==> config.mk <==
export PLATFORM = sky130hd
export DESIGN_NAME = string_to_integer_parser_core
export DESIGN_NICKNAME = d
export VERILOG_FILES = /design/src/design/stip_pkg.sv /design/src/design/stip_front.sv /design/src/design/stip_queue.sv /design/src/design/stip_back.sv /design/src/design/string_to_integer_parser_core.sv
export SDC_FILE = /design/constraint.sdc
export NUM_CORES = 2
export LEC_CHECK = 0
export ABC_AREA = 1
export ABC_CLOCK_PERIOD_IN_PS = 5800
export BUFFER_PORTS_ARGS = -buffer_cell sky130_fd_sc_hd__buf_2
export CAP_MARGIN = 10
export CORE_AREA = 2 2 241 291
export CTS_BUF_LIST = sky130_fd_sc_hd__clkbuf_16
export DETAILED_ROUTE_END_ITERATION = 8
export DIE_AREA = 0 0 243 293
export SYNTH_ARGS = -nofsm -noshare
export SYNTH_HDL_FRONTEND = slang
export SYNTH_SLANG_ARGS = --single-unit
==> constraint.sdc <==
create_clock -name i_clk -period 5.8 [get_ports i_clk]
set_clock_uncertainty 0.1 [all_clocks]
set_input_delay 1.16 -clock i_clk [delete_from_list [all_inputs] [get_ports i_clk]]
set_output_delay 1.16 -clock i_clk [all_outputs]
set_load 0.01 [all_outputs]
==> src/design/stip_pkg.sv <==
// ----------------------------------------------------------------------------
// stip_pkg
// Shared constants and types of the string to integer parser.
// ----------------------------------------------------------------------------
package stip_pkg;

    localparam int VALUE_WIDTH = 64;
    localparam int MAX_LEN     = 4095;

    localparam int CH_W    = 8;
    localparam int VAL_W   = 64;
    localparam int OFFS_W  = 12;
    localparam int RADIX_W = 6;
    localparam int DIG_W   = 6;
    localparam int POS_W   = $clog2(MAX_LEN + 1);

    localparam int CFG_IDX_W  = 1;
    localparam int CFG_DATA_W = RADIX_W;

    localparam int OUT_W   = ((VAL_W + 1 + OFFS_W + 7) / 8) * 8;
    localparam int OUT_PAD = OUT_W - VAL_W - 1 - OFFS_W;

    localparam int Q_AW    = 2;
    localparam int Q_DEPTH = 1 << Q_AW;

    localparam logic [DIG_W-1:0] D_NONE = '1;

    localparam logic [VAL_W-1:0] SMAX =
        {{(VAL_W - VALUE_WIDTH + 1){1'b0}}, {(VALUE_WIDTH - 1){1'b1}}};
    localparam logic [VAL_W-1:0] SMIN = ~SMAX;

    typedef struct packed {
        logic [DIG_W-1:0] digit;
        logic             blank;
        logic             sign;
        logic             minus;
        logic             zero;
        logic             xch;
        logic             nul;
        logic             last;
    } t_cls;

endpackage

==> src/design/stip_front.sv <==
// ----------------------------------------------------------------------------
// stip_front
// Accepts characters and classifies them for the queue.
// ----------------------------------------------------------------------------
module stip_front (
    input  logic                      i_valid,
    output logic                      o_ready,
    input  logic [stip_pkg::CH_W-1:0] i_ch,
    input  logic                      i_last,
    input  logic                      i_q_full,
    output logic                      o_push,
    output stip_pkg::t_cls            o_item
);
    import stip_pkg::*;

    localparam logic [CH_W-1:0] CH_NUL   = 8'h00;
    localparam logic [CH_W-1:0] CH_TAB   = 8'h09;
    localparam logic [CH_W-1:0] CH_CR    = 8'h0D;
    localparam logic [CH_W-1:0] CH_SPACE = 8'h20;
    localparam logic [CH_W-1:0] CH_PLUS  = 8'h2B;
    localparam logic [CH_W-1:0] CH_MINUS = 8'h2D;
    localparam logic [CH_W-1:0] CH_0     = 8'h30;
    localparam logic [CH_W-1:0] CH_9     = 8'h39;
    localparam logic [CH_W-1:0] CH_UA    = 8'h41;
    localparam logic [CH_W-1:0] CH_UX    = 8'h58;
    localparam logic [CH_W-1:0] CH_UZ    = 8'h5A;
    localparam logic [CH_W-1:0] CH_LA    = 8'h61;
    localparam logic [CH_W-1:0] CH_LX    = 8'h78;
    localparam logic [CH_W-1:0] CH_LZ    = 8'h7A;
    localparam logic [CH_W-1:0] LETTER_OFS = 8'd10;

    function automatic logic [DIG_W-1:0] f_digit(input logic [CH_W-1:0] c);
        logic [CH_W-1:0] d;
        d = '1;
        if (c >= CH_0 && c <= CH_9) begin
            d = c - CH_0;
        end else if (c >= CH_UA && c <= CH_UZ) begin
            d = c - CH_UA + LETTER_OFS;
        end else if (c >= CH_LA && c <= CH_LZ) begin
            d = c - CH_LA + LETTER_OFS;
        end
        return (d == '1) ? D_NONE : DIG_W'(d);
    endfunction

    assign o_ready = !i_q_full;
    assign o_push  = i_valid && !i_q_full;

    always_comb begin
        o_item.digit = f_digit(i_ch);
        o_item.nul   = (i_ch == CH_NUL);
        o_item.blank = (i_ch == CH_NUL) || (i_ch == CH_SPACE) ||
                       (i_ch >= CH_TAB && i_ch <= CH_CR);
        o_item.sign  = (i_ch == CH_PLUS) || (i_ch == CH_MINUS);
        o_item.minus = (i_ch == CH_MINUS);
        o_item.zero  = (i_ch == CH_0);
        o_item.xch   = (i_ch == CH_LX) || (i_ch == CH_UX);
        o_item.last  = i_last;
    end

endmodule

==> src/design/stip_queue.sv <==
// ----------------------------------------------------------------------------
// stip_queue
// Short FIFO of classified characters between front and back.
// ----------------------------------------------------------------------------
module stip_queue (
    input  logic           i_clk,
    input  logic           i_rst_n,
    input  logic           i_push,
    input  stip_pkg::t_cls i_item,
    output logic           o_full,
    input  logic           i_pop,
    output logic           o_valid,
    output stip_pkg::t_cls o_item
);
    import stip_pkg::*;

    t_cls            r_mem [Q_DEPTH];
    logic [Q_AW-1:0] r_wp;
    logic [Q_AW-1:0] r_rp;
    logic [Q_AW:0]   r_cnt;

    assign o_full  = (r_cnt == (Q_AW+1)'(Q_DEPTH));
    assign o_valid = (r_cnt != '0);
    assign o_item  = r_mem[r_rp];

    always_ff @(posedge i_clk) begin
        if (i_push) begin
            r_mem[r_wp] <= i_item;
        end
    end

    always_ff @(posedge i_clk) begin
        if (!i_rst_n) begin
            r_wp  <= '0;
            r_rp  <= '0;
            r_cnt <= '0;
        end else begin
            if (i_push) begin
                r_wp <= r_wp + 1'b1;
            end
            if (i_pop) begin
                r_rp <= r_rp + 1'b1;
            end
            if (i_push && !i_pop) begin
                r_cnt <= r_cnt + 1'b1;
            end else if (!i_push && i_pop) begin
                r_cnt <= r_cnt - 1'b1;
            end
        end
    end

endmodule

==> src/design/stip_back.sv <==
// ----------------------------------------------------------------------------
// stip_back
// Scan state machine, base-times-value accumulation and result forming.
// ----------------------------------------------------------------------------
module stip_back (
    input  logic                         i_clk,
    input  logic                         i_rst_n,
    input  logic [stip_pkg::RADIX_W-1:0] i_radix,
    input  logic                         i_unsigned,
    input  logic                         i_q_valid,
    input  stip_pkg::t_cls               i_q_item,
    output logic                         o_q_pop,
    output logic                         o_m_tvalid,
    input  logic                         i_m_tready,
    output logic [stip_pkg::OUT_W-1:0]   o_m_tdata
);
    import stip_pkg::*;

    localparam logic [2:0] PH_SKIP   = 3'd0;
    localparam logic [2:0] PH_START  = 3'd1;
    localparam logic [2:0] PH_ZERO   = 3'd2;
    localparam logic [2:0] PH_XPEND  = 3'd3;
    localparam logic [2:0] PH_DIGITS = 3'd4;
    localparam logic [2:0] PH_DONE   = 3'd5;

    localparam logic [RADIX_W-1:0] RADIX_AUTO = 6'd0;
    localparam logic [RADIX_W-1:0] BASE_MIN   = 6'd2;
    localparam logic [RADIX_W-1:0] BASE_OCT   = 6'd8;
    localparam logic [RADIX_W-1:0] BASE_DEC   = 6'd10;
    localparam logic [RADIX_W-1:0] BASE_HEX   = 6'd16;
    localparam logic [RADIX_W-1:0] BASE_MAX   = 6'd36;

    localparam int PROD_W = VAL_W + RADIX_W;

    logic [2:0]         r_phase, n_phase;
    logic [VAL_W-1:0]   r_acc,   n_acc;
    logic               r_ovf,   n_ovf;
    logic               r_neg,   n_neg;
    logic [RADIX_W-1:0] r_base,  n_base;
    logic [POS_W-1:0]   r_pos;
    logic [POS_W-1:0]   r_stop,  n_stop;
    logic [POS_W-1:0]   pos_nx;

    logic               first, zpre, take, digit_ok;
    logic [RADIX_W-1:0] tb;
    logic [PROD_W-1:0]  prod;

    logic               r_fin_vld;
    logic [VAL_W-1:0]   r_fin_acc;
    logic               r_fin_ovf;
    logic               r_fin_neg;
    logic [POS_W-1:0]   r_fin_stop;
    logic               out_free, fin_free, fin_move;

    logic               r_out_vld;
    logic [OUT_W-1:0]   r_out_data;
    logic [VAL_W-1:0]   res_val;
    logic               res_err;
    logic               big;

    assign out_free = !r_out_vld || i_m_tready;
    assign fin_move = r_fin_vld && out_free;
    assign fin_free = !r_fin_vld || out_free;
    assign o_q_pop  = i_q_valid && (!i_q_item.last || fin_free);

    assign pos_nx = (r_pos >= POS_W'(MAX_LEN)) ? POS_W'(MAX_LEN) : r_pos + 1'b1;

    // path select: which base goes to the multiplier
    always_comb begin
        first = 1'b0;
        zpre  = 1'b0;
        take  = 1'b0;
        tb    = r_base;
        unique case (r_phase)
            PH_SKIP:   first = !i_q_item.blank && !i_q_item.sign;
            PH_START:  first = 1'b1;
            PH_ZERO: begin
                take = !i_q_item.xch;
                tb   = (r_base == RADIX_AUTO) ? BASE_OCT : BASE_HEX;
            end
            PH_XPEND: begin
                take = !i_q_item.nul;
                tb   = BASE_HEX;
            end
            PH_DIGITS: take = 1'b1;
            default:   take = 1'b0;
        endcase
        if (first) begin
            if ((i_radix == RADIX_AUTO || i_radix == BASE_HEX) && i_q_item.zero) begin
                zpre = 1'b1;
            end else begin
                tb   = (i_radix == RADIX_AUTO) ? BASE_DEC : i_radix;
                take = 1'b1;
            end
        end
    end

    assign digit_ok = (tb >= BASE_MIN) && (tb <= BASE_MAX) && (i_q_item.digit < tb);
    assign prod     = PROD_W'(r_acc) * PROD_W'(tb) + PROD_W'(i_q_item.digit);

    always_comb begin
        n_phase = r_phase;
        n_acc   = r_acc;
        n_ovf   = r_ovf;
        n_neg   = r_neg;
        n_base  = r_base;
        n_stop  = r_stop;
        unique case (r_phase)
            PH_SKIP: begin
                if (!i_q_item.blank && i_q_item.sign) begin
                    n_neg   = i_q_item.minus;
                    n_stop  = pos_nx;
                    n_phase = PH_START;
                end
            end
            PH_ZERO: begin
                if (i_q_item.xch) begin
                    n_phase = PH_XPEND;
                end
            end
            PH_XPEND: begin
                if (i_q_item.nul) begin
                    n_phase = PH_DONE;
                end else begin
                    n_stop = r_pos;
                end
            end
            default: begin
                n_phase = r_phase;
            end
        endcase
        if (zpre) begin
            n_stop  = pos_nx;
            n_base  = i_radix;
            n_phase = PH_ZERO;
        end
        if (take) begin
            n_base = tb;
            if (!digit_ok) begin
                n_phase = PH_DONE;
            end else begin
                if (!r_ovf) begin
                    if (prod[PROD_W-1:VAL_W] != '0) begin
                        n_ovf = 1'b1;
                    end else begin
                        n_acc = prod[VAL_W-1:0];
                    end
                end
                n_stop  = pos_nx;
                n_phase = PH_DIGITS;
            end
        end
    end

    always_ff @(posedge i_clk) begin
        if (!i_rst_n) begin
            r_phase <= PH_SKIP;
            r_acc   <= '0;
            r_ovf   <= 1'b0;
            r_neg   <= 1'b0;
            r_base  <= '0;
            r_pos   <= '0;
            r_stop  <= '0;
        end else if (o_q_pop) begin
            if (i_q_item.last) begin
                r_phase <= PH_SKIP;
                r_acc   <= '0;
                r_ovf   <= 1'b0;
                r_neg   <= 1'b0;
                r_base  <= '0;
                r_pos   <= '0;
                r_stop  <= '0;
            end else begin
                r_phase <= n_phase;
                r_acc   <= n_acc;
                r_ovf   <= n_ovf;
                r_neg   <= n_neg;
                r_base  <= n_base;
                r_pos   <= pos_nx;
                r_stop  <= n_stop;
            end
        end
    end

    // finished string, waiting for saturation and sign
    always_ff @(posedge i_clk) begin
        if (!i_rst_n) begin
            r_fin_vld <= 1'b0;
        end else if (o_q_pop && i_q_item.last) begin
            r_fin_vld <= 1'b1;
        end else if (fin_move) begin
            r_fin_vld <= 1'b0;
        end
    end

    always_ff @(posedge i_clk) begin
        if (o_q_pop && i_q_item.last) begin
            r_fin_acc  <= n_acc;
            r_fin_ovf  <= n_ovf;
            r_fin_neg  <= n_neg;
            r_fin_stop <= n_stop;
        end
    end

    always_comb begin
        big     = r_fin_ovf || (r_fin_acc > SMAX);
        res_err = 1'b0;
        if (i_unsigned) begin
            if (r_fin_neg) begin
                res_val = '0;
                res_err = 1'b1;
            end else if (big) begin
                res_val = SMAX;
                res_err = 1'b1;
            end else begin
                res_val = r_fin_acc;
            end
        end else begin
            if (big) begin
                res_val = r_fin_neg ? SMIN : SMAX;
                res_err = 1'b1;
            end else begin
                res_val = r_fin_neg ? (~r_fin_acc + 1'b1) : r_fin_acc;
            end
        end
    end

    always_ff @(posedge i_clk) begin
        if (!i_rst_n) begin
            r_out_vld <= 1'b0;
        end else if (fin_move) begin
            r_out_vld <= 1'b1;
        end else if (i_m_tready) begin
            r_out_vld <= 1'b0;
        end
    end

    always_ff @(posedge i_clk) begin
        if (fin_move) begin
            r_out_data <= {{OUT_PAD{1'b0}}, OFFS_W'(r_fin_stop), res_err, res_val};
        end
    end

    assign o_m_tvalid = r_out_vld;
    assign o_m_tdata  = r_out_data;

endmodule

==> src/design/string_to_integer_parser_core.sv <==
// ----------------------------------------------------------------------------
// string_to_integer_parser_core
// Character stream to integer conversion with base detection and saturation.
// ----------------------------------------------------------------------------
// Throughput: one character per cycle, set by the single base-times-value
//   accumulate step in the back end, while the queue is not full and results drain.
// Path: a last character passes through the queue, the finished-string
//   register and the result register before its result is valid.
// Reset: synchronous, active low; clears queue and scan state, radix 10,
//   signed mode.
module string_to_integer_parser_core (
    input  logic                            i_clk,
    input  logic                            i_rst_n,
    input  logic                            s_axis_tvalid,
    output logic                            s_axis_tready,
    input  logic [stip_pkg::CH_W-1:0]       s_axis_tdata,   // [7:0] ch
    input  logic                            s_axis_tlast,
    output logic                            m_axis_tvalid,
    input  logic                            m_axis_tready,
    output logic [stip_pkg::OUT_W-1:0]      m_axis_tdata,   // [63:0] value,
                                                            // [64] range_error,
                                                            // [76:65] end_offset
    input  logic                            i_cfg_we,
    input  logic [stip_pkg::CFG_IDX_W-1:0]  i_cfg_index,
    input  logic [stip_pkg::CFG_DATA_W-1:0] i_cfg_wdata
);
    import stip_pkg::*;

    localparam logic [CFG_IDX_W-1:0] CFG_RADIX    = 1'd0;
    localparam logic [CFG_IDX_W-1:0] CFG_UNSIGNED = 1'd1;
    localparam logic [RADIX_W-1:0]   RADIX_RESET  = 6'd10;

    logic [RADIX_W-1:0] r_radix;
    logic               r_unsigned;

    t_cls front_item, q_item;
    logic q_full, q_push, q_pop, q_valid;

    always_ff @(posedge i_clk) begin
        if (!i_rst_n) begin
            r_radix    <= RADIX_RESET;
            r_unsigned <= 1'b0;
        end else if (i_cfg_we) begin
            unique case (i_cfg_index)
                CFG_RADIX:    r_radix    <= i_cfg_wdata[RADIX_W-1:0];
                CFG_UNSIGNED: r_unsigned <= i_cfg_wdata[0];
                default:      r_unsigned <= r_unsigned;
            endcase
        end
    end

    stip_front u_front (
        .i_valid  (s_axis_tvalid),
        .o_ready  (s_axis_tready),
        .i_ch     (s_axis_tdata),
        .i_last   (s_axis_tlast),
        .i_q_full (q_full),
        .o_push   (q_push),
        .o_item   (front_item)
    );

    stip_queue u_queue (
        .i_clk   (i_clk),
        .i_rst_n (i_rst_n),
        .i_push  (q_push),
        .i_item  (front_item),
        .o_full  (q_full),
        .i_pop   (q_pop),
        .o_valid (q_valid),
        .o_item  (q_item)
    );

    stip_back u_back (
        .i_clk      (i_clk),
        .i_rst_n    (i_rst_n),
        .i_radix    (r_radix),
        .i_unsigned (r_unsigned),
        .i_q_valid  (q_valid),
        .i_q_item   (q_item),
        .o_q_pop    (q_pop),
        .o_m_tvalid (m_axis_tvalid),
        .i_m_tready (m_axis_tready),
        .o_m_tdata  (m_axis_tdata)
    );

endmodule

==> metrics <==
num rows=105; register bit total from synthesis=324; wire per inst=18.7 um; cts hold-fix bufs=0; Worst setup SP type=flip-flop; Critical Path Max Stage Delay=~0.60 ns; grt ovf=0; # DRC=0; Synth area leaders=edfxtp_1, fa_1, nand2_1, nor2_1, dfxtp_1; syn avg cell area=around 7.8 um^2; critical path class=reg -> reg; cell count after synthesis=a little under 4000; Most used DFF post-synth=edfxtp_1; Reg clk slew, reported paths=0.06 ns; run status=finished with violations; largest net degree at the start of global routing=70; yosys warns=0; Yosys top cell area share=0.204; Initial Utilization=0.448; vias in the first global route=27980; GRT met3 Usage=0.0286; drt total wl=99900 um; Worst slew margin=0.265; Placer Congestion=0.973; Max Cap Viol=0; Post-Route Setup TNS=-62.72 ns; worst hold stages=0; Distinct cells, synth=69; met1 usage=0.326; die span in x=between 200 and 250 um; 1st-iter DRT viols=between 1500 and 2000; CP endpoint kind=flip-flop; DR vias/cell=approximately 5.3; Die ar.=71200 um^2; RSZ-0062 raised after global routing=yes; final max-slew violation count=0; Layout area overhead=28.5%; EDFF count, synth=207; cells on worst reg2reg path=37; PwrDens=340 nW/um^2; Die Height=between 200 and 300 um; total clock sinks=324; GRT busiest layer=met2; CTS tree=done; core box area=68100 um^2; H-tree levels=2; slowest cell on the critical path=fa_1; first-pass GRT wire length=152000 um; Crit Path Max Fanout=33; worst setup margin=-0.606 ns; Root Buffer=clkbuf_16; 1st-pass router iterations=8; Post-synth ARST share=0; post-synth top area cell=edfxtp_1; top-count cell post-synth=nand2_1; Fin. Hold Viols=0; failing checks=setup timing; port buffer count=99; LEAKAGE=roughly 17 nW; TritonCTS buffer count=39; initial antenna violation count=0; peak supply drop=0.316 mV; GR met2 Demand/Resource=0.484; post-synthesis sequential area ratio=0.281; Hold Slack=around 0.32 ns; ant diodes=0; fin nets=4849; Worst EP required=6.02 ns; proportion of layout cells with a drive suffix above 1=0.281; HPWL after DPL=approximately 76000 um; total track usage=0.270; CP most frequent cell=nand2_1; Peak Freq=156 MHz; # IOs=between 100 and 150; clk buf depth=3; Synth top cells by count=nand2_1, nor2_1, inv_1; Least-Margin Pin Slew=~1.1 ns; final setup fails=130; DRT antenna net count=0; Post-Syn Area=30500 um^2; total number of vias=28217; min-delay worst type=reg -> reg; arrival time of the worst setup path=about 6.6 ns; minimum clock period=6.41 ns; Final period util=1.10; Worst-Skew Late Latency=0.58 ns
-- logic make-up after synthesis --
logic type	after synthesis	synth area share
other	1	0.000123
muxes	1	0.000370
buffers and inverters	647	0.0865
xor gates and xnor gates	68	0.0195
and+or+nand+nor	1939	0.276
DFF	324	0.281
AOI/OAI and AO/OA	508	0.101
adders and majority gates	421	0.235
-- per-layer routing --
layer | part of all wire | vias up
met4 | 0.051 | 0
li1 | - | 13512
met5 | 0 | -
met1 | 0.40 | 13643
met3 | 0.047 | 237
met2 | 0.50 | 825
-- final cells by class --
class / instances / area [um^2]
fill: 6209 / 28900
multi-input combinational: 2940 / 21300
sequential: 324 / 8570
timing repair buffer: 581 / 4790
inverter: 521 / 1990
tap: 909 / 1140
clock buffer: 40 / 1000
clock inverter: 31 / 342
-- critical path, delay by kind of cell, from the launching register on --
kind / cells / cell delay, ns
adder cells (fa/ha/maj): 5 / 2.16
AND/OR/NAND/NOR: 21 / 2.15
buffers and inverters: 8 / 0.88
AO/OA/AOI/OAI: 3 / 0.42
flip-flops: 1 / 0.39
-- flip-flops by register name (all words and copies together) (netlist names), 6 cells and up, named ones only --
| signal | cells |
|---|---|
| u_back.r_acc | 64 |
| u_back.r_stop | 12 |
| u_back.r_pos | 12 |
| u_queue.r_mem | 52 |
| u_back.o_m_tdata | 77 |
| u_back.r_fin_stop | 12 |
| u_back.r_fin_acc | 64 |
| r_radix | 6 |
| u_back.r_base | 6 |
-- power breakdown --
part	switching [W]	total [W]	internal (W)	leakage, nW
registers	0.000491	0.00377	0.00328	2.86
logic	0.00457	0.00700	0.00244	13.8
clock network	0.00105	0.00255	0.00150	0.665
-- timing repair --
action	4_1_cts	5_1_grt
pin swaps	20	102
buffers inserted	6	26
gates cloned	4	10
hold endpoints to repair	0	0
setup endpoints to repair	130	130
resized for setup	95	358
-- final timing paths --
kind                            slack, ns            startpoint                   end
worst min-delay path                 0.32  u_back.r_fin_stop[6]  u_back.o_m_tdata[71]
worst max register to register      -0.61             flip-flop  u_back.r_fin_acc[31]
worst max-delay path                -0.61             flip-flop  u_back.r_fin_acc[31]
worst min register to register       0.32  u_back.r_fin_stop[6]  u_back.o_m_tdata[71]
-- metrics by stage --
| stage | setup slack (ns) | cell area, um^2 | instances | power, W | utilization |
|---|---|---|---|---|---|
| after floorplan | 0.0100 | 30500 | 3911 | 0.00731 | - |
| after global placement | -0.722 | 35000 | 5229 | 0.00982 | 0.515 |
| after detailed placement | -0.803 | 35000 | 5229 | 0.00986 | 0.515 |
| after CTS | -0.610 | 37100 | 5310 | 0.0127 | 0.545 |
| after global routing | -0.902 | 39200 | 5346 | 0.0140 | 0.575 |
| final | -0.606 | 39200 | 5346 | 0.0133 | 0.575 |
-- cells in the final DEF, fill, tap and decap left out, types with 61 or more instances in the layout --
master,instances
nor2_1,505
nand3_2,64
a21oi_1,152
nor2_2,96
buf_4,428
inv_1,488
nand2_1,830
edfxtp_1,207
ha_4,81
a21oi_2,96
nor3_1,61
o21ai_0,124
buf_2,99
nand2_2,129
dfxtp_1,112
fa_1,251
ha_1,87
nand3_1,103
No activity file was read; power rests on OpenSTA's default activity.
